$ cat src/sv/assert_macros.svh
// Assertion macros shared by the RTL modules.
`ifndef ASSERT_MACROS_SVH
`define ASSERT_MACROS_SVH

// Checked on every rising clk_i edge, ignored while rst_ni is low.
`define ASSERT_CLK(lbl, prop, msg) \
  lbl: assert property (@(posedge clk_i) disable iff (!rst_ni) prop) else $error(msg);

// Same, but also checked while reset is asserted.
`define ASSERT_ALWAYS(lbl, prop, msg) \
  lbl: assert property (@(posedge clk_i) prop) else $error(msg);

`endif

$ cat src/sv/hrht_pkg.sv
// Package with phase codes, tag codes and delimiter characters of the tokenizer.
package hrht_pkg;

  localparam int unsigned PhaseW = 3;
  localparam int unsigned TagW   = 3;

  // Parser phases
  localparam logic [PhaseW-1:0] PH_METHOD = 3'd0;
  localparam logic [PhaseW-1:0] PH_PATH   = 3'd1;
  localparam logic [PhaseW-1:0] PH_PROTO  = 3'd2;
  localparam logic [PhaseW-1:0] PH_NAME   = 3'd3;
  localparam logic [PhaseW-1:0] PH_VALUE  = 3'd4;

  // Output tags
  localparam logic [TagW-1:0] TAG_DROP   = 3'd0;
  localparam logic [TagW-1:0] TAG_METHOD = 3'd1;
  localparam logic [TagW-1:0] TAG_PATH   = 3'd2;
  localparam logic [TagW-1:0] TAG_PROTO  = 3'd3;
  localparam logic [TagW-1:0] TAG_NAME   = 3'd4;
  localparam logic [TagW-1:0] TAG_VALUE  = 3'd5;

  // Delimiters
  localparam logic [7:0] CH_SP    = 8'h20;
  localparam logic [7:0] CH_COLON = 8'h3A;
  localparam logic [7:0] CH_CR    = 8'h0D;
  localparam logic [7:0] CH_LF    = 8'h0A;
  localparam logic [7:0] CH_NUL   = 8'h00;

endpackage

$ cat src/sv/hrht_in_if.sv
// Request channel carrying one raw byte of the request head.
interface hrht_in_if;
  logic       valid;
  logic       ready;
  logic [7:0] in_byte;
  logic       first;

  modport source (output valid, output in_byte, output first, input ready);
  modport sink   (input valid, input in_byte, input first, output ready);
endinterface

$ cat src/sv/hrht_out_if.sv
// Result channel carrying one tagged byte.
interface hrht_out_if;
  import hrht_pkg::*;
  logic            valid;
  logic            ready;
  logic [7:0]      out_byte;
  logic [TagW-1:0] tag;
  logic            pair_end;
  logic            head_end;

  modport source (output valid, output out_byte, output tag, output pair_end,
                  output head_end, input ready);
  modport sink   (input valid, input out_byte, input tag, input pair_end,
                  input head_end, output ready);
endinterface

$ cat src/sv/http_request_head_tokenizer_unit.sv
// HTTP request head tokenizer: tags each byte as method, path, protocol, name or value, or drops it.
//
// Usage:
//  - in_i carries one byte of a request head per request, with first = 1 on the
//    byte that opens a new head (it clears the parser state).
//  - out_o returns exactly one result per input byte, in order: the byte, its
//    tag (0 dropped, 1 method, 2 path, 3 protocol, 4 name, 5 value), a pair_end
//    flag on the line feed that closes a header pair and a head_end flag on the
//    byte that stops the head.
//  - Each accepted byte passes the input register and then the result register;
//    throughput is one byte per cycle while out_o is not stalled.
//  - The input register takes a byte while a finished result waits on out_o,
//    so one extra byte is absorbed before in_i.ready drops under a stall.
//  - Reset empties both stages and puts the parser in the method phase with all
//    flags clear. After the head ends, bytes come out dropped until first = 1.
module http_request_head_tokenizer_unit
  import hrht_pkg::*;
(
  input  logic       clk_i,
  input  logic       rst_ni,
  hrht_in_if.sink    in_i,
  hrht_out_if.source out_o
);

  // Input stage
  logic       s1_valid_q;
  logic [7:0] s1_byte_q;
  logic       s1_first_q;

  // Parser state
  logic [PhaseW-1:0] phase_q, phase_d;
  logic              skip_q, skip_d;
  logic              name_seen_q, name_seen_d;
  logic              value_seen_q, value_seen_d;
  logic              finished_q, finished_d;

  // Result stage
  logic            out_valid_q;
  logic [7:0]      out_byte_q;
  logic [TagW-1:0] out_tag_q;
  logic            out_pair_q;
  logic            out_head_q;

  logic            out_load;
  logic            s1_load;
  logic [TagW-1:0] res_tag;
  logic            res_pair;
  logic            res_head;

  logic [PhaseW-1:0] ph;
  logic              skip_now;
  logic              nseen;
  logic              vseen;
  logic              fin;

  assign out_load   = s1_valid_q && (!out_valid_q || out_o.ready);
  assign s1_load    = in_i.valid && in_i.ready;
  assign in_i.ready = !s1_valid_q || out_load;

  always_comb begin
    // first restarts the parser before this byte is looked at
    ph       = s1_first_q ? PH_METHOD : phase_q;
    skip_now = s1_first_q ? 1'b0 : skip_q;
    nseen    = s1_first_q ? 1'b0 : name_seen_q;
    vseen    = s1_first_q ? 1'b0 : value_seen_q;
    fin      = s1_first_q ? 1'b0 : finished_q;

    res_tag      = TAG_DROP;
    res_pair     = 1'b0;
    res_head     = 1'b0;
    phase_d      = ph;
    skip_d       = 1'b0;
    name_seen_d  = nseen;
    value_seen_d = vseen;
    finished_d   = fin;

    if (fin) begin
      // ignored until a new head
    end else if (s1_byte_q == CH_NUL) begin
      res_head   = 1'b1;
      finished_d = 1'b1;
    end else begin
      case (ph)
        PH_METHOD: begin
          if (s1_byte_q == CH_SP) phase_d = PH_PATH;
          else res_tag = TAG_METHOD;
        end
        PH_PATH: begin
          if (s1_byte_q == CH_SP) phase_d = PH_PROTO;
          else res_tag = TAG_PATH;
        end
        PH_PROTO: begin
          if (s1_byte_q == CH_LF) phase_d = PH_NAME;
          else if (s1_byte_q != CH_CR) res_tag = TAG_PROTO;
        end
        PH_NAME: begin
          if (s1_byte_q == CH_LF) begin
            res_head   = 1'b1;
            finished_d = 1'b1;
          end else if (s1_byte_q == CH_COLON) begin
            phase_d = PH_VALUE;
            skip_d  = 1'b1;
          end else if (s1_byte_q != CH_CR) begin
            res_tag     = TAG_NAME;
            name_seen_d = 1'b1;
          end
        end
        PH_VALUE: begin
          if (skip_now && s1_byte_q == CH_SP) begin
            // single space after the colon
          end else if (s1_byte_q == CH_LF) begin
            if (!nseen && !vseen) begin
              // empty pair is the blank line
              res_head   = 1'b1;
              finished_d = 1'b1;
            end else begin
              res_pair     = 1'b1;
              name_seen_d  = 1'b0;
              value_seen_d = 1'b0;
              phase_d      = PH_NAME;
            end
          end else if (s1_byte_q != CH_CR) begin
            res_tag      = TAG_VALUE;
            value_seen_d = 1'b1;
          end
        end
        default: begin
          // unused codes: drop, keep state
        end
      endcase
    end
  end

  always_ff @(posedge clk_i or negedge rst_ni) begin
    if (!rst_ni) begin
      s1_valid_q   <= 1'b0;
      out_valid_q  <= 1'b0;
      phase_q      <= PH_METHOD;
      skip_q       <= 1'b0;
      name_seen_q  <= 1'b0;
      value_seen_q <= 1'b0;
      finished_q   <= 1'b0;
    end else begin
      if (in_i.ready) s1_valid_q <= in_i.valid;
      if (out_load) begin
        out_valid_q  <= 1'b1;
        phase_q      <= phase_d;
        skip_q       <= skip_d;
        name_seen_q  <= name_seen_d;
        value_seen_q <= value_seen_d;
        finished_q   <= finished_d;
      end else if (out_o.ready) begin
        out_valid_q <= 1'b0;
      end
    end
  end

  always_ff @(posedge clk_i) begin
    if (s1_load) begin
      s1_byte_q  <= in_i.in_byte;
      s1_first_q <= in_i.first;
    end
    if (out_load) begin
      out_byte_q <= s1_byte_q;
      out_tag_q  <= res_tag;
      out_pair_q <= res_pair;
      out_head_q <= res_head;
    end
  end

  assign out_o.valid    = out_valid_q;
  assign out_o.out_byte = out_byte_q;
  assign out_o.tag      = out_tag_q;
  assign out_o.pair_end = out_pair_q;
  assign out_o.head_end = out_head_q;

  `include "assert_macros.svh"

  `ASSERT_CLK(a_pair_head_excl, out_valid_q |-> !(out_pair_q && out_head_q), "pair_end and head_end together")
  `ASSERT_CLK(a_head_sets_fin, (out_load && res_head) |=> finished_q, "head end did not set finished")
  `ASSERT_CLK(a_fin_drops, (out_load && finished_q && !s1_first_q) |=> (out_tag_q == TAG_DROP && !out_pair_q && !out_head_q), "byte after head end not dropped")
  `ASSERT_CLK(a_phase_range, phase_q <= PH_VALUE, "phase out of range")
  `ASSERT_CLK(a_stall_keeps, (s1_valid_q && !out_load) |=> s1_valid_q, "input stage lost a byte")

endmodule

$ cat src/flat_wrapper.sv
// flat-port wrapper written by rule: the top's interface ports become plain ports
module http_request_head_tokenizer_unit_flat import hrht_pkg::*;
  (clk_i, rst_ni, in_i_valid, in_i_in_byte, in_i_first, in_i_ready, out_o_valid, out_o_out_byte, out_o_tag, out_o_pair_end, out_o_head_end, out_o_ready);
  hrht_in_if in_i_i ();
  hrht_out_if out_o_i ();
  input  logic clk_i;
  input  logic rst_ni;
  input wire logic [$bits(in_i_i.valid)-1:0] in_i_valid;
  input wire logic [$bits(in_i_i.in_byte)-1:0] in_i_in_byte;
  input wire logic [$bits(in_i_i.first)-1:0] in_i_first;
  output wire logic [$bits(in_i_i.ready)-1:0] in_i_ready;
  output wire logic [$bits(out_o_i.valid)-1:0] out_o_valid;
  output wire logic [$bits(out_o_i.out_byte)-1:0] out_o_out_byte;
  output wire logic [$bits(out_o_i.tag)-1:0] out_o_tag;
  output wire logic [$bits(out_o_i.pair_end)-1:0] out_o_pair_end;
  output wire logic [$bits(out_o_i.head_end)-1:0] out_o_head_end;
  input wire logic [$bits(out_o_i.ready)-1:0] out_o_ready;
  assign in_i_i.valid = in_i_valid;
  assign in_i_i.in_byte = in_i_in_byte;
  assign in_i_i.first = in_i_first;
  assign in_i_ready = in_i_i.ready;
  assign out_o_valid = out_o_i.valid;
  assign out_o_out_byte = out_o_i.out_byte;
  assign out_o_tag = out_o_i.tag;
  assign out_o_pair_end = out_o_i.pair_end;
  assign out_o_head_end = out_o_i.head_end;
  assign out_o_i.ready = out_o_ready;
  http_request_head_tokenizer_unit u_core (.clk_i(clk_i), .rst_ni(rst_ni), .in_i(in_i_i), .out_o(out_o_i));
endmodule
$ cat config.mk
export PLATFORM = sky130hd
export DESIGN_NAME = http_request_head_tokenizer_unit_flat
export DESIGN_NICKNAME = d
export VERILOG_FILES = /design/src/sv/hrht_pkg.sv /design/src/sv/hrht_in_if.sv /design/src/sv/hrht_out_if.sv /design/src/sv/http_request_head_tokenizer_unit.sv /design/src/flat_wrapper.sv
export VERILOG_INCLUDE_DIRS = /design/src /design/src/sv
export SDC_FILE = /design/constraint.sdc
export NUM_CORES = 1
export LEC_CHECK = 0
export BUFFER_PORTS_ARGS = -buffer_cell sky130_fd_sc_hd__buf_2
export CORE_AREA = 2 2 73 75
export DETAILED_ROUTE_END_ITERATION = 8
export DIE_AREA = 0 0 75 77
export GPL_TIMING_DRIVEN = 0
export SYNTH_ARGS = -nofsm -noshare
export SYNTH_HDL_FRONTEND = slang
export SYNTH_SLANG_ARGS = --single-unit
$ cat constraint.sdc
create_clock -name clk_i -period 3.1 [get_ports clk_i]
set_clock_uncertainty 0.1 [all_clocks]
set_input_delay 0.31 -clock clk_i [delete_from_list [all_inputs] [get_ports clk_i]]
set_output_delay 0.31 -clock clk_i [all_outputs]
set_load 0.02 [all_outputs]
## Yosys cells after proc, flatten, opt, wreduce, memory -nomap -nowiden

Index checks and enable logic that the tools add are counted.

- Eq/ne operators: 8
- Mux-type cells: 58
- Bitwise logic cells: 2
- Reductions and logical operators: 15

Operator list:

| kind | count |
|---|---|
| 2-to-1 mux 3 bit | 18 |
| 2-to-1 mux 1 bit | 34 |
| case mux 3 bit (5 select lines) | 2 |
| equality test 8 x 6 -> 1 bit (second input constant) | 2 |
| equality test 8 x 4 -> 1 bit (second input constant) | 1 |
| zero test 8 bit | 1 |
| inequality test 8 x 4 -> 1 bit (second input constant) | 1 |
| equality test 3 x 2 -> 1 bit (second input constant) | 2 |
| OR reduction 5 bit | 1 |
| logical AND 1 bit | 4 |
| zero test 1 bit | 4 |
| 2-to-1 mux 2 bit | 2 |
| case mux 1 bit (2 select lines) | 2 |
| equality test 3 x 1 -> 1 bit (second input constant) | 1 |
| equality test 3 bit (second input constant) | 1 |
| zero test 3 bit | 1 |
| logical OR 1 bit | 2 |
| NOT 1 bit | 2 |
| nonzero test 2 bit | 1 |
| OR reduction 2 bit | 1 |

- Register bits: 31
- Input port bits: 13
- Output and inout bits: 15
- Logic and storage cells: 96

## Depth between registers and ports, before layout

Gate-level depths: netlist of run 1.

- Depth after elaboration: 9
- Gate-level depth with buffers: 5
- Mapped depth without buffers: 5

## Worst setup path after synthesis of run 1

Ideal clock, no wire load.

- Path type: register -> register
- Start point: register u_core.s1_byte_q[5]
- End point: register u_core.phase_q[2]
- Setup time: 0.141 ns
- Arrival: 1.958 ns
- Data required time: 2.859 ns
- Slack: 0.901 ns
- Cell stages (with the launch flop): 6
- Buffers on the path: 1
- Cells stage by stage: edfxtp_1 -> or4_1 -> buf_2 -> or4_4 -> o311ai_2 -> o211ai_1

- Word-level cells in the longest chain between the ends: 6
- Elaborated cells between the ends (all ways): 15

Ends and longest elaborated chain:

| element | RTL line | RTL |
|---|---|---|
| start, declared | http_request_head_tokenizer_unit.sv:27 | `logic [7:0] s1_byte_q;` |
| start signal, assigned | http_request_head_tokenizer_unit.sv:160 | `s1_byte_q <= in_i.in_byte;` |
| equality test 8 x 4 -> 1 bit, or another cell as far along | http_request_head_tokenizer_unit.sv:93, http_request_head_tokenizer_unit.sv:97, http_request_head_tokenizer_unit.sv:111 |  |
| 2-to-1 mux 3 bit, or another cell as far along | http_request_head_tokenizer_unit.sv:111 | `end else if (s1_byte_q == CH_LF) begin` |
| 2-to-1 mux 3 bit (on tied branches) | http_request_head_tokenizer_unit.sv:109, http_request_head_tokenizer_unit.sv:97 |  |
| case mux 3 bit (5 select lines) | http_request_head_tokenizer_unit.sv:83 | `case (ph)` |
| 2-to-1 mux 3 bit * | http_request_head_tokenizer_unit.sv:79 | `end else if (s1_byte_q == CH_NUL) begin` |
| 2-to-1 mux 3 bit * | http_request_head_tokenizer_unit.sv:77 | `if (fin) begin` |
| end signal, assigned | http_request_head_tokenizer_unit.sv:147 | `phase_q <= phase_d;` |
| end, declared | http_request_head_tokenizer_unit.sv:31 | `logic [PhaseW-1:0] phase_q, phase_d;` |

Mark *: on every way between the ends. The rest lies on a longest branch, timed or not.
A chain may end at the register's enable or synchronous reset.

## Worst setup path after layout of run 1

- Start point: register u_core.s1_byte_q[0]
- End point: register u_core.out_tag_q[2] (netlist: u_core.out_o.tag[2]), data pin

- Word-level cells in the longest chain between the ends: 5
- Elaborated cells between the ends (all ways): 14

Ends and longest elaborated chain:

| element | RTL line | RTL |
|---|---|---|
| inequality test 8 x 4 -> 1 bit | http_request_head_tokenizer_unit.sv:103, http_request_head_tokenizer_unit.sv:122 |  |
| 2-to-1 mux 3 bit (on tied branches) | http_request_head_tokenizer_unit.sv:122, http_request_head_tokenizer_unit.sv:103 |  |
| 2-to-1 mux 3 bit (on tied branches) | http_request_head_tokenizer_unit.sv:111, http_request_head_tokenizer_unit.sv:100 |  |
| 2-to-1 mux 3 bit (on tied branches) | http_request_head_tokenizer_unit.sv:109, http_request_head_tokenizer_unit.sv:97 |  |
| case mux 3 bit (5 select lines) | http_request_head_tokenizer_unit.sv:83 |  |
| end signal, assigned | http_request_head_tokenizer_unit.sv:165 | `out_tag_q <= res_tag;` |
| end, declared | http_request_head_tokenizer_unit.sv:40 | `logic [TagW-1:0] out_tag_q;` |

Parallel ways exist; a longest one is shown, timed or not.

==> qor.txt, run 1 <==
Die outline width = 75 um
Synth Flop Type = sky130_fd_sc_hd__edfxtp_1
First DRT Iteration DRCs = 81
Count of boundary I/O pins = 28
Register-to-Register Path Depth = 4
Count of unique library cells instantiated by Yosys = 44
CTS sink count = 31
Ratio of final minimum period to clock period = 0.8504
Peak supply drop = 0.2609 mV
Placed Area = 1683 um^2
Number of clock buffers inserted by TritonCTS = 5
Number of enable flip-flop cells after synthesis = 22
Yosys warnings = 0
Clock power share = 0.328
Num rows = 26
Routability congestion estimate = 0.9176
Run status = complete, no violations
Element type at the critical path end = flop
RSZ-0062 raised after global routing = false
Highest cell delay on the worst timing path = 0.86 ns
Total congestion overflow after global routing = 0
Normalized max-slew margin = 0.3525
Number of antenna violations at the first check in global routing = 0
Kind of start point of the critical path = flop
Psw = 261.6 uW
Biggest fanout along the worst timing path = 7
Hold violation count in the final report = 0
Fraction of final layout cells with drive strength greater than 1 = 0.3052
Detailed-routing iteration count for the pre-antenna-repair pass = 4
Post-synthesis cell count = 118
Proportion of register bits with asynchronous set or reset after synthesis = 0.2903
Register clock-pin slew on the reported worst setup and hold paths = 0.07 ns
Sequential standard cell area = 885.9 um^2
First-pass GRT wire length = 5.678 mm
Clock latency on the worst-skew pair = 0.28 ns
Final setup violation count = 0
DRT antenna net count = 0
Clock tree buffer depth = 2
Via/cell ratio = 5.094
Core region area = 4977 um^2
Number of nets produced by synthesis = 131
Cell area after technology mapping = 1460 um^2
Total via count in the routed design = 1141
Total routing resource utilization after global routing = 0.1336
Hold Path Cell Cnt = 1
DP HPWL = 2.516 mm
Nets@finish = 166
Max-capacitance violation count = 0
Maximum clock frequency = 0.3793 GHz
Seq cells post-synth = 31
Switch share = 0.2655
Crit Path Class = flop to flop
Slack of the worst reg-to-reg path = 0.46 ns
Area enclosed by the die boundary = 5775 um^2
Number of pins with negative max-slew slack in the final report = 0
Y dimension of the die = 77 um
Hold Slack = 0.09900 ns
Diode insertion count for antenna repair = 0
Part of the power in registers = 0.515
Ratio of total power to cell area = 552.3 nW/um^2
Count of input and output buffers = 27
Post-layout instance area = 1784 um^2
Kind of path behind the tightest hold check = input pin to flop
Combinational group share of total power = 0.158
Routed len/inst = 14.98 um
Required arrival time at the worst endpoint = 3.00 ns
Residual DRC count = 0
Register area share after synthesis = 0.6067
Clock tree root buffer cell = sky130_fd_sc_hd__clkbuf_8
TritonCTS clock tree = built
Crit path cell chain = nor4_1 > nand3_1 > o311ai_0 > a21oi_1
Min Clock Period, post-route = 2.636 ns
Area overhead of the layout relative to synthesis = 22.19%
Gates resized, CTS repair = 0
Final WL = 3.356 mm
Final TNS setup = 0 ns
Data arrival time of the critical path = 2.53 ns
Multi-input gate area in the final layout = 524.3 um^2
Fill count = 510
Initial Utilization = 0.2934
Util after Layout = 0.3585
Avg Synthesized Cell Area = 12.37 um^2
Internal power summed over all cells = 723.7 uW
Static Leakage = 0.0006580 uW
Largest net degree at the start of global routing = 18
Via count of the first global-routing pass = 1086
H-tree depth = 2
CP max stage cell = sky130_fd_sc_hd__nor4_1
Overall power consumption = 985.4 uW
Least-Margin Pin Slew = 0.9624 ns
-- cell usage in the layout, fill, tap and decap left out, drive strengths merged, types with 2 or more instances in the layout --
master	instances
o31ai	2
o21ai	6
nand2b	4
o211ai	2
nor4b	2
or4	3
nand2	7
clkbuf	7
a21oi	7
nand3b	2
o311ai	2
or2	2
buf	31
a211oi	2
nor2	5
nor4	4
nand3	4
inv	5
dfrtp	9
or4b	3
o2bb2ai	2
edfxtp	22
nor3	2
-- cells by family (layout without fill, tap and decap cells) --
| kind of cell | after synthesis | after routing | synth area share |
|---|---|---|---|
| simple gates | 46 | 46 | 0.2022 |
| compound gates | 32 | 32 | 0.1568 |
| buf+inv | 9 | 45 | 0.03427 |
| flops | 31 | 31 | 0.6067 |
-- timing repair --
item	in CTS	in global routing
hold buffers	1	0
buffers inserted	0	0
endpoints found under the hold margin	9	0
-- power by group through the flow --
stage / Combinational (uW) / Sequential [uW] / Clock (uW)
detailed placement: 153 / 515 / 0
CTS: 155 / 508 / 333
finish: 155 / 507 / 323
global placement: 151 / 513 / 0
global route: 172 / 513 / 360
floorplan: 88.6 / 529 / 0
-- through the flow --
step / setup slack (ns) / std cells
6_report: 0.4636 / 224
5_1_grt: 0.1021 / 224
4_1_cts: 0.5372 / 224
3_5_place_dp: 0.5407 / 215
3_3_place_gp: 0.5797 / 215
2_1_floorplan: 0.9012 / 118
-- layer usage --
metal	vias up	share of wire	global-route usage
met2	60	0.49	0.2044
met3	9	0.090	0.04731
met5	-	0	0
li1	539	-	-
met1	533	0.40	0.1721
met4	0	0.020	0.04821
-- final timing paths --
kind	from	to
min reg2reg	u_core.value_seen_q	u_core.value_seen_q
max reg2reg	u_core.s1_byte_q[0]	u_core.out_o.tag[2]
max	u_core.s1_byte_q[0]	u_core.out_o.tag[2]
min	in_i_in_byte[0]	u_core.s1_byte_q[0]
min in group asynchronous	rst_ni	u_core.out_o.valid
max in group asynchronous	rst_ni	u_core.value_seen_q
-- Yosys cell counts (4+ instances only) --
library cell / instances / share of area
sky130_fd_sc_hd__edfxtp_1: 22 / 0.45
sky130_fd_sc_hd__dfrtp_1: 9 / 0.15
sky130_fd_sc_hd__a21oi_1: 7 / 0.024
sky130_fd_sc_hd__nand2_1: 7 / 0.018
sky130_fd_sc_hd__o21ai_0: 6 / 0.021
sky130_fd_sc_hd__inv_1: 5 / 0.013
sky130_fd_sc_hd__nor2_1: 5 / 0.013
sky130_fd_sc_hd__nand2b_1: 4 / 0.017
sky130_fd_sc_hd__nand3_1: 4 / 0.014
sky130_fd_sc_hd__nor4_1: 4 / 0.017
-- flip-flops by register name, summed over array words and instances (netlist names) --
signal and count:
u_core.out_o.tag 3, u_core.name_seen_q 1, u_core.out_o.out_byte 8, u_core.s1_first_q 1
u_core.skip_q 1, u_core.phase_q 3, u_core.out_o.valid 1, u_core.s1_valid_q 1
u_core.out_o.head_end 1, u_core.finished_q 1, u_core.s1_byte_q 8, u_core.value_seen_q 1
u_core.out_o.pair_end 1
-- worst max-delay path: cells and delay by family (launching register included) --
| kind | cells | cell delay, ns |
|---|---|---|
| AOI/OAI and AO/OA | 2 | 0.71 |
| and+or+nand+nor | 2 | 1.07 |
| DFF | 1 | 0.47 |
-- area by class of cell --
cell class | count | share of cell area
buffer | 4 | 0.01753
clock buffer | 7 | 0.04839
clock inverter | 1 | 0.002805
inverter | 5 | 0.01052
multi-input combinational | 78 | 0.2938
sequential | 31 | 0.4965
tap | 70 | 0.04909
timing repair buffer | 28 | 0.08135
Note: power is estimated with default switching activity, not from simulation.
==> run 2, diff against run 1 <==
--- a/config.mk
+++ b/config.mk
@@ -11,6 +11,7 @@
 export DETAILED_ROUTE_END_ITERATION = 8
 export DIE_AREA = 0 0 75 77
 export GPL_TIMING_DRIVEN = 0
+export RECOVER_POWER = 25
 export SYNTH_ARGS = -nofsm -noshare
 export SYNTH_HDL_FRONTEND = slang
 export SYNTH_SLANG_ARGS = --single-unit
==> qor.txt, run 2 (synthesis gave the netlist of run 1 again) <==
Run status = complete, no violations
TritonCTS clock tree = built
Data arrival time of the critical path = 2.53 ns (about the same)
Fraction of final layout cells with drive strength greater than 1 = 0.2987 (-0.006494)
Total via count in the routed design = 1141 (unchanged)
Hold violation count in the final report = 0 (unchanged)
Number of antenna violations at the first check in global routing = 0 (unchanged)
Routability congestion estimate = 0.9176 (unchanged)
Initial Utilization = 0.2934 (unchanged)
Via count of the first global-routing pass = 1086 (unchanged)
Static Leakage = 0.0006553 uW (-0.42%)
Final WL = 3.356 mm (unchanged)
Number of pins with negative max-slew slack in the final report = 0 (unchanged)
Peak supply drop = 0.2609 mV (unchanged)
H-tree depth = 2 (unchanged)
Area overhead of the layout relative to synthesis = 22.11% (about the same)
Residual DRC count = 0 (unchanged)
DRT antenna net count = 0 (unchanged)
Overall power consumption = 985.2 uW (about the same)
Diode insertion count for antenna repair = 0 (unchanged)
Ratio of total power to cell area = 552.6 nW/um^2 (about the same)
Y dimension of the die = 77 um (unchanged)
Count of input and output buffers = 27 (unchanged)
Number of clock buffers inserted by TritonCTS = 5 (unchanged)
DP HPWL = 2.516 mm (unchanged)
Final setup violation count = 0 (unchanged)
RSZ-0062 raised after global routing = false
Required arrival time at the worst endpoint = 3.00 ns (about the same)
Largest net degree at the start of global routing = 18 (unchanged)
Maximum clock frequency = 0.3793 GHz (unchanged)
Min Clock Period, post-route = 2.636 ns (unchanged)
Register clock-pin slew on the reported worst setup and hold paths = 0.07 ns (about the same)
Total of hold buffers inserted after clock tree synthesis = 1 (unchanged)
Ratio of final minimum period to clock period = 0.8504 (unchanged)
Count of boundary I/O pins = 28 (unchanged)
Number of post-CTS setup repair buffers = 0 (unchanged)
First-pass GRT wire length = 5.678 mm (unchanged)
Total routing resource utilization after global routing = 0.1336 (unchanged)
First DRT Iteration DRCs = 81 (unchanged)
Kind of path behind the tightest hold check = input pin to flop
Die outline width = 75 um (unchanged)
Area enclosed by the die boundary = 5775 um^2 (unchanged)
CTS sink count = 31 (unchanged)
Via/cell ratio = 5.094 (unchanged)
Kind of start point of the critical path = flop
Slack of the worst reg-to-reg path = 0.46 ns (about the same)
Most frequent cells in the layout = sky130_fd_sc_hd__buf_2, sky130_fd_sc_hd__edfxtp_1, sky130_fd_sc_hd__dfrtp_1, sky130_fd_sc_hd__nand2_1, sky130_fd_sc_hd__a21oi_1
Element type at the critical path end = flop
Final TNS setup = 0 ns (unchanged)
Nets@finish = 166 (unchanged)
Clock tree buffer depth = 2 (unchanged)
Gates resized, CTS repair = 0 (unchanged)
Core region area = 4977 um^2 (unchanged)
Detailed-routing iteration count for the pre-antenna-repair pass = 4 (unchanged)
Total congestion overflow after global routing = 0 (unchanged)
Normalized max-slew margin = 0.3525 (unchanged)
Max-capacitance violation count = 0 (unchanged)
Num rows = 26 (unchanged)
Routed len/inst = 14.98 um (unchanged)
Clock latency on the worst-skew pair = 0.28 ns (about the same)
Crit Path Class = flop to flop
Clock tree root buffer cell = sky130_fd_sc_hd__clkbuf_8
Least-Margin Pin Slew = 0.9624 ns (unchanged)
Leading cell type in the layout, fill and taps excluded = sky130_fd_sc_hd__buf_2
Biggest fanout along the worst timing path = 7 (unchanged)
## run 2: cell count changes in the layout (fill, tap and decap cells not counted)
cell and change:
sky130_fd_sc_hd__buf_2 -1, sky130_fd_sc_hd__clkbuf_1 +1
## run 2: report_power, final
| part | internal [uW] | switching, uW | leakage, uW |
|---|---|---|---|
| Combinational | 59.9 | 95.3 | 0.000279 |
| Clock | 179 | 144 | 0.0000482 |
| Sequential | 485 | 22.2 | 0.000328 |
## run 2: worst max-delay path, cell delays in order (launching register included)
cell,delay [ns]
sky130_fd_sc_hd__edfxtp_1,0.47
sky130_fd_sc_hd__nor4_1,0.86
sky130_fd_sc_hd__nand3_1,0.21
sky130_fd_sc_hd__o311ai_0,0.56
sky130_fd_sc_hd__a21oi_1,0.15
## run 2: layout make-up
type,count,area (um^2)
timing repair buffer,28,143.9
inverter,5,18.77
clock inverter,1,5.005
buffer,4,31.28
multi-input combinational,78,524.3
clock buffer,7,86.33
sequential,31,885.9
fill,511,3194
tap,70,87.58
## run 2: metal layers
layer / vias up / track usage / part of all wire
li1: 539 / - / -
met2: 60 / 0.2044 / 0.49
met1: 533 / 0.1721 / 0.40
met3: 9 / 0.04731 / 0.090
met4: 0 / 0.04821 / 0.020
met5: - / 0 / 0
## run 2: through the flow
step,cells,setup slack [ns],util,hold slack [ns],cell area (um^2)
6_report,224,0.4636,0.3582,0.09900,1783
4_1_cts,224,0.5372,0.3585,0.09209,1784
2_1_floorplan,118,0.9012,-,-0.08559,1460
3_3_place_gp,215,0.5797,0.3381,0.07558,1683
5_1_grt,224,0.1021,0.3582,0.08737,1783
3_5_place_dp,215,0.5407,0.3381,0.08269,1683
## run 2: final timing paths
path | startpoint | endpoint | cells after the start
max in group asynchronous | rst_ni | u_core.value_seen_q | 2
min in group asynchronous | rst_ni | u_core.out_o.valid | 2
worst min register to register | u_core.value_seen_q | u_core.value_seen_q | 1
worst min-delay path | in_i_in_byte[0] | u_core.s1_byte_q[0] | 1
worst max-delay path | u_core.s1_byte_q[0] | u_core.out_o.tag[2] | 4
worst max register to register | u_core.s1_byte_q[0] | u_core.out_o.tag[2] | 4
==> run 3, diff against run 2 <==
--- a/config.mk
+++ b/config.mk
@@ -7,10 +7,14 @@
 export NUM_CORES = 1
 export LEC_CHECK = 0
 export BUFFER_PORTS_ARGS = -buffer_cell sky130_fd_sc_hd__buf_2
+export CELL_PAD_IN_SITES_DETAIL_PLACEMENT = 1
+export CELL_PAD_IN_SITES_GLOBAL_PLACEMENT = 1
 export CORE_AREA = 2 2 73 75
+export CTS_BUF_LIST = sky130_fd_sc_hd__clkbuf_4 sky130_fd_sc_hd__clkbuf_8
 export DETAILED_ROUTE_END_ITERATION = 8
 export DIE_AREA = 0 0 75 77
 export GPL_TIMING_DRIVEN = 0
+export PLACE_DENSITY_LB_ADDON = 0.1
 export RECOVER_POWER = 25
 export SYNTH_ARGS = -nofsm -noshare
 export SYNTH_HDL_FRONTEND = slang
==> qor.txt, run 3 (synthesis gave the netlist of run 1 again) <==
Initial Utilization = 0.2934 (unchanged)
Required arrival time at the worst endpoint = 3.01 ns (about the same)
Ratio of final minimum period to clock period = 0.8821 (+0.03162)
Clock tree buffer depth = 2 (unchanged)
Placed Area = 1683 um^2 (unchanged)
Post-layout instance area = 1799 um^2 (+0.91%)
Via count of the first global-routing pass = 1234 (+14%)
Count of input and output buffers = 27 (unchanged)
Final TNS setup = 0 ns (unchanged)
Slack of the worst reg-to-reg path = 0.37 ns (-0.10 ns)
Leading cell type in the layout, fill and taps excluded = sky130_fd_sc_hd__buf_2
Number of post-CTS setup repair buffers = 0 (unchanged)
Critical path destination = u_core.out_o.tag[2]
Number of pins with negative max-slew slack in the final report = 0 (unchanged)
Number of antenna violations at the first check in global routing = 0 (unchanged)
First-pass GRT wire length = 6.092 mm (+7.3%)
Nets@finish = 166 (unchanged)
Element type at the critical path end = flop
Overall power consumption = 1052 uW (+6.8%)
Kind of start point of the critical path = flop
Static Leakage = 0.0006626 uW (+1.1%)
Area enclosed by the die boundary = 5775 um^2 (unchanged)
Run status = complete, no violations
Core region area = 4977 um^2 (unchanged)
Max-capacitance violation count = 0 (unchanged)
Hold violation count in the final report = 0 (unchanged)
Clock latency on the worst-skew pair = 0.29 ns (about the same)
Number of standard cells in the layout, taps in and fillers out = 224 (unchanged)
TritonCTS clock tree = built
Number of clock buffers inserted by TritonCTS = 5 (unchanged)
Register clock-pin slew on the reported worst setup and hold paths = 0.06 ns (about the same)
Via/cell ratio = 5.125 (+0.61%)
DP HPWL = 2.829 mm (+12%)
Least-Margin Pin Slew = 1.111 ns (+0.1489 ns)
DRT antenna net count = 0 (unchanged)
Diode insertion count for antenna repair = 0 (unchanged)
Crit Path Class = flop to flop
Hold Slack = 0.09554 ns (-0.003457 ns)
Final WL = 3.658 mm (+9.0%)
Fraction of final layout cells with drive strength greater than 1 = 0.2987 (unchanged)
Register-to-Register Path Depth = 4 (unchanged)
Kind of path behind the tightest hold check = input pin to flop
Largest net degree at the start of global routing = 18 (unchanged)
Maximum clock frequency = 0.3657 GHz (-3.6%)
Count of boundary I/O pins = 28 (unchanged)
Routed len/inst = 16.33 um (+9.0%)
Die outline width = 75 um (unchanged)
Normalized max-slew margin = 0.2523 (-0.1002)
Capturing point of the worst reg2reg path = u_core.out_o.tag[2]
H-tree depth = 2 (unchanged)
Clock tree root buffer cell = sky130_fd_sc_hd__clkbuf_8
Total congestion overflow after global routing = 0 (unchanged)
Peak supply drop = 0.2668 mV (+2.3%)
Y dimension of the die = 77 um (unchanged)
Num rows = 26 (unchanged)
First DRT Iteration DRCs = 67 (-17%)
Most frequent cells in the layout = sky130_fd_sc_hd__buf_2, sky130_fd_sc_hd__edfxtp_1, sky130_fd_sc_hd__dfrtp_1, sky130_fd_sc_hd__nand2_1, sky130_fd_sc_hd__a21oi_1
CTS sink count = 31 (unchanged)
Biggest fanout along the worst timing path = 7 (unchanged)
Total routing resource utilization after global routing = 0.1419 (+0.008304)
Total via count in the routed design = 1148 (+0.61%)
Fill count = 557 (+9.0%)
Final setup violation count = 0 (unchanged)
Data arrival time of the critical path = 2.65 ns (+0.12 ns)
Count of placed standard cells including taps = 215 (unchanged)
Startpoint of the worst-slack reg-to-reg timing path = u_core.s1_byte_q[0]
Routability congestion estimate = 0.8748 (-4.7%)
Area overhead of the layout relative to synthesis = 23.22%
Min Clock Period, post-route = 2.734 ns (+0.09801 ns)
Gates resized, CTS repair = 0 (unchanged)
Residual DRC count = 0 (unchanged)
Ratio of total power to cell area = 584.6 nW/um^2 (+5.8%)
RSZ-0062 raised after global routing = false
Detailed-routing iteration count for the pre-antenna-repair pass = 4 (unchanged)
Critical path origin = u_core.s1_byte_q[0]
[run 3: final cells by class]
class / instances / area, um^2 / area share
Timing Repair Buffer: 28 / 143.9 / 0.07997
Buffer: 4 / 31.28 / 0.01739
Inverter: 5 / 18.77 / 0.01043
Tap cell: 70 / 87.58 / 0.04868
Multi-Input combinational cell: 78 / 524.3 / 0.2914
Clock inverter: 3 / 38.79 / 0.02156
Clock buffer: 5 / 68.82 / 0.03825
Sequential cell: 31 / 885.9 / 0.4923
[run 3: how the worst min path moves through the flow]
stage / cells past startpoint / endpoint / slack (ns) / startpoint
final: 1 / u_core.s1_byte_q[7] / 0.1 / in_i_in_byte[7]
after global routing: 1 / u_core.s1_byte_q[2] / 0.09 / in_i_in_byte[2]
after CTS: 1 / u_core.s1_byte_q[0] / 0.09 / in_i_in_byte[0]
after detailed placement: 1 / u_core.out_o.valid / 0.08 / rst_ni
after global placement: 1 / u_core.s1_valid_q / 0.08 / rst_ni
after floorplan: 0 / u_core.finished_q / -0.09 / rst_ni
[run 3: layer usage]
metal,up-vias,wire [um],global-route usage
li1,541,-,-
met4,0,85,0.06250
met1,562,1541,0.1746
met5,-,0,0
met2,36,1823,0.2254
met3,9,208,0.04205
[run 3: worst max-delay path, stage by stage (launching register included)]
cell and delay (ns):
sky130_fd_sc_hd__edfxtp_1 0.48, sky130_fd_sc_hd__nor4_1 0.98, sky130_fd_sc_hd__nand3_1 0.22, sky130_fd_sc_hd__o311ai_0 0.55, sky130_fd_sc_hd__a21oi_1 0.13
[run 3: through the flow]
stage,util,worst slack (ns)
2_1_floorplan,-,0.9012
3_3_place_gp,0.3381,0.4137
3_5_place_dp,0.3381,0.3814
4_1_cts,0.3617,0.3428
5_1_grt,0.3615,0.09570
6_report,0.3615,0.3656
[run 3: where the power goes]
group	internal, uW	switching (uW)
logic	60.0	97.6
registers	485	22.4
clock network	235	152
[run 3: repair_timing]
action / 4_1_cts / 5_1_grt
endpoints found under the setup margin: 0 / 0
hold buffers: 1 / 0
endpoints found under the hold margin: 9 / 0
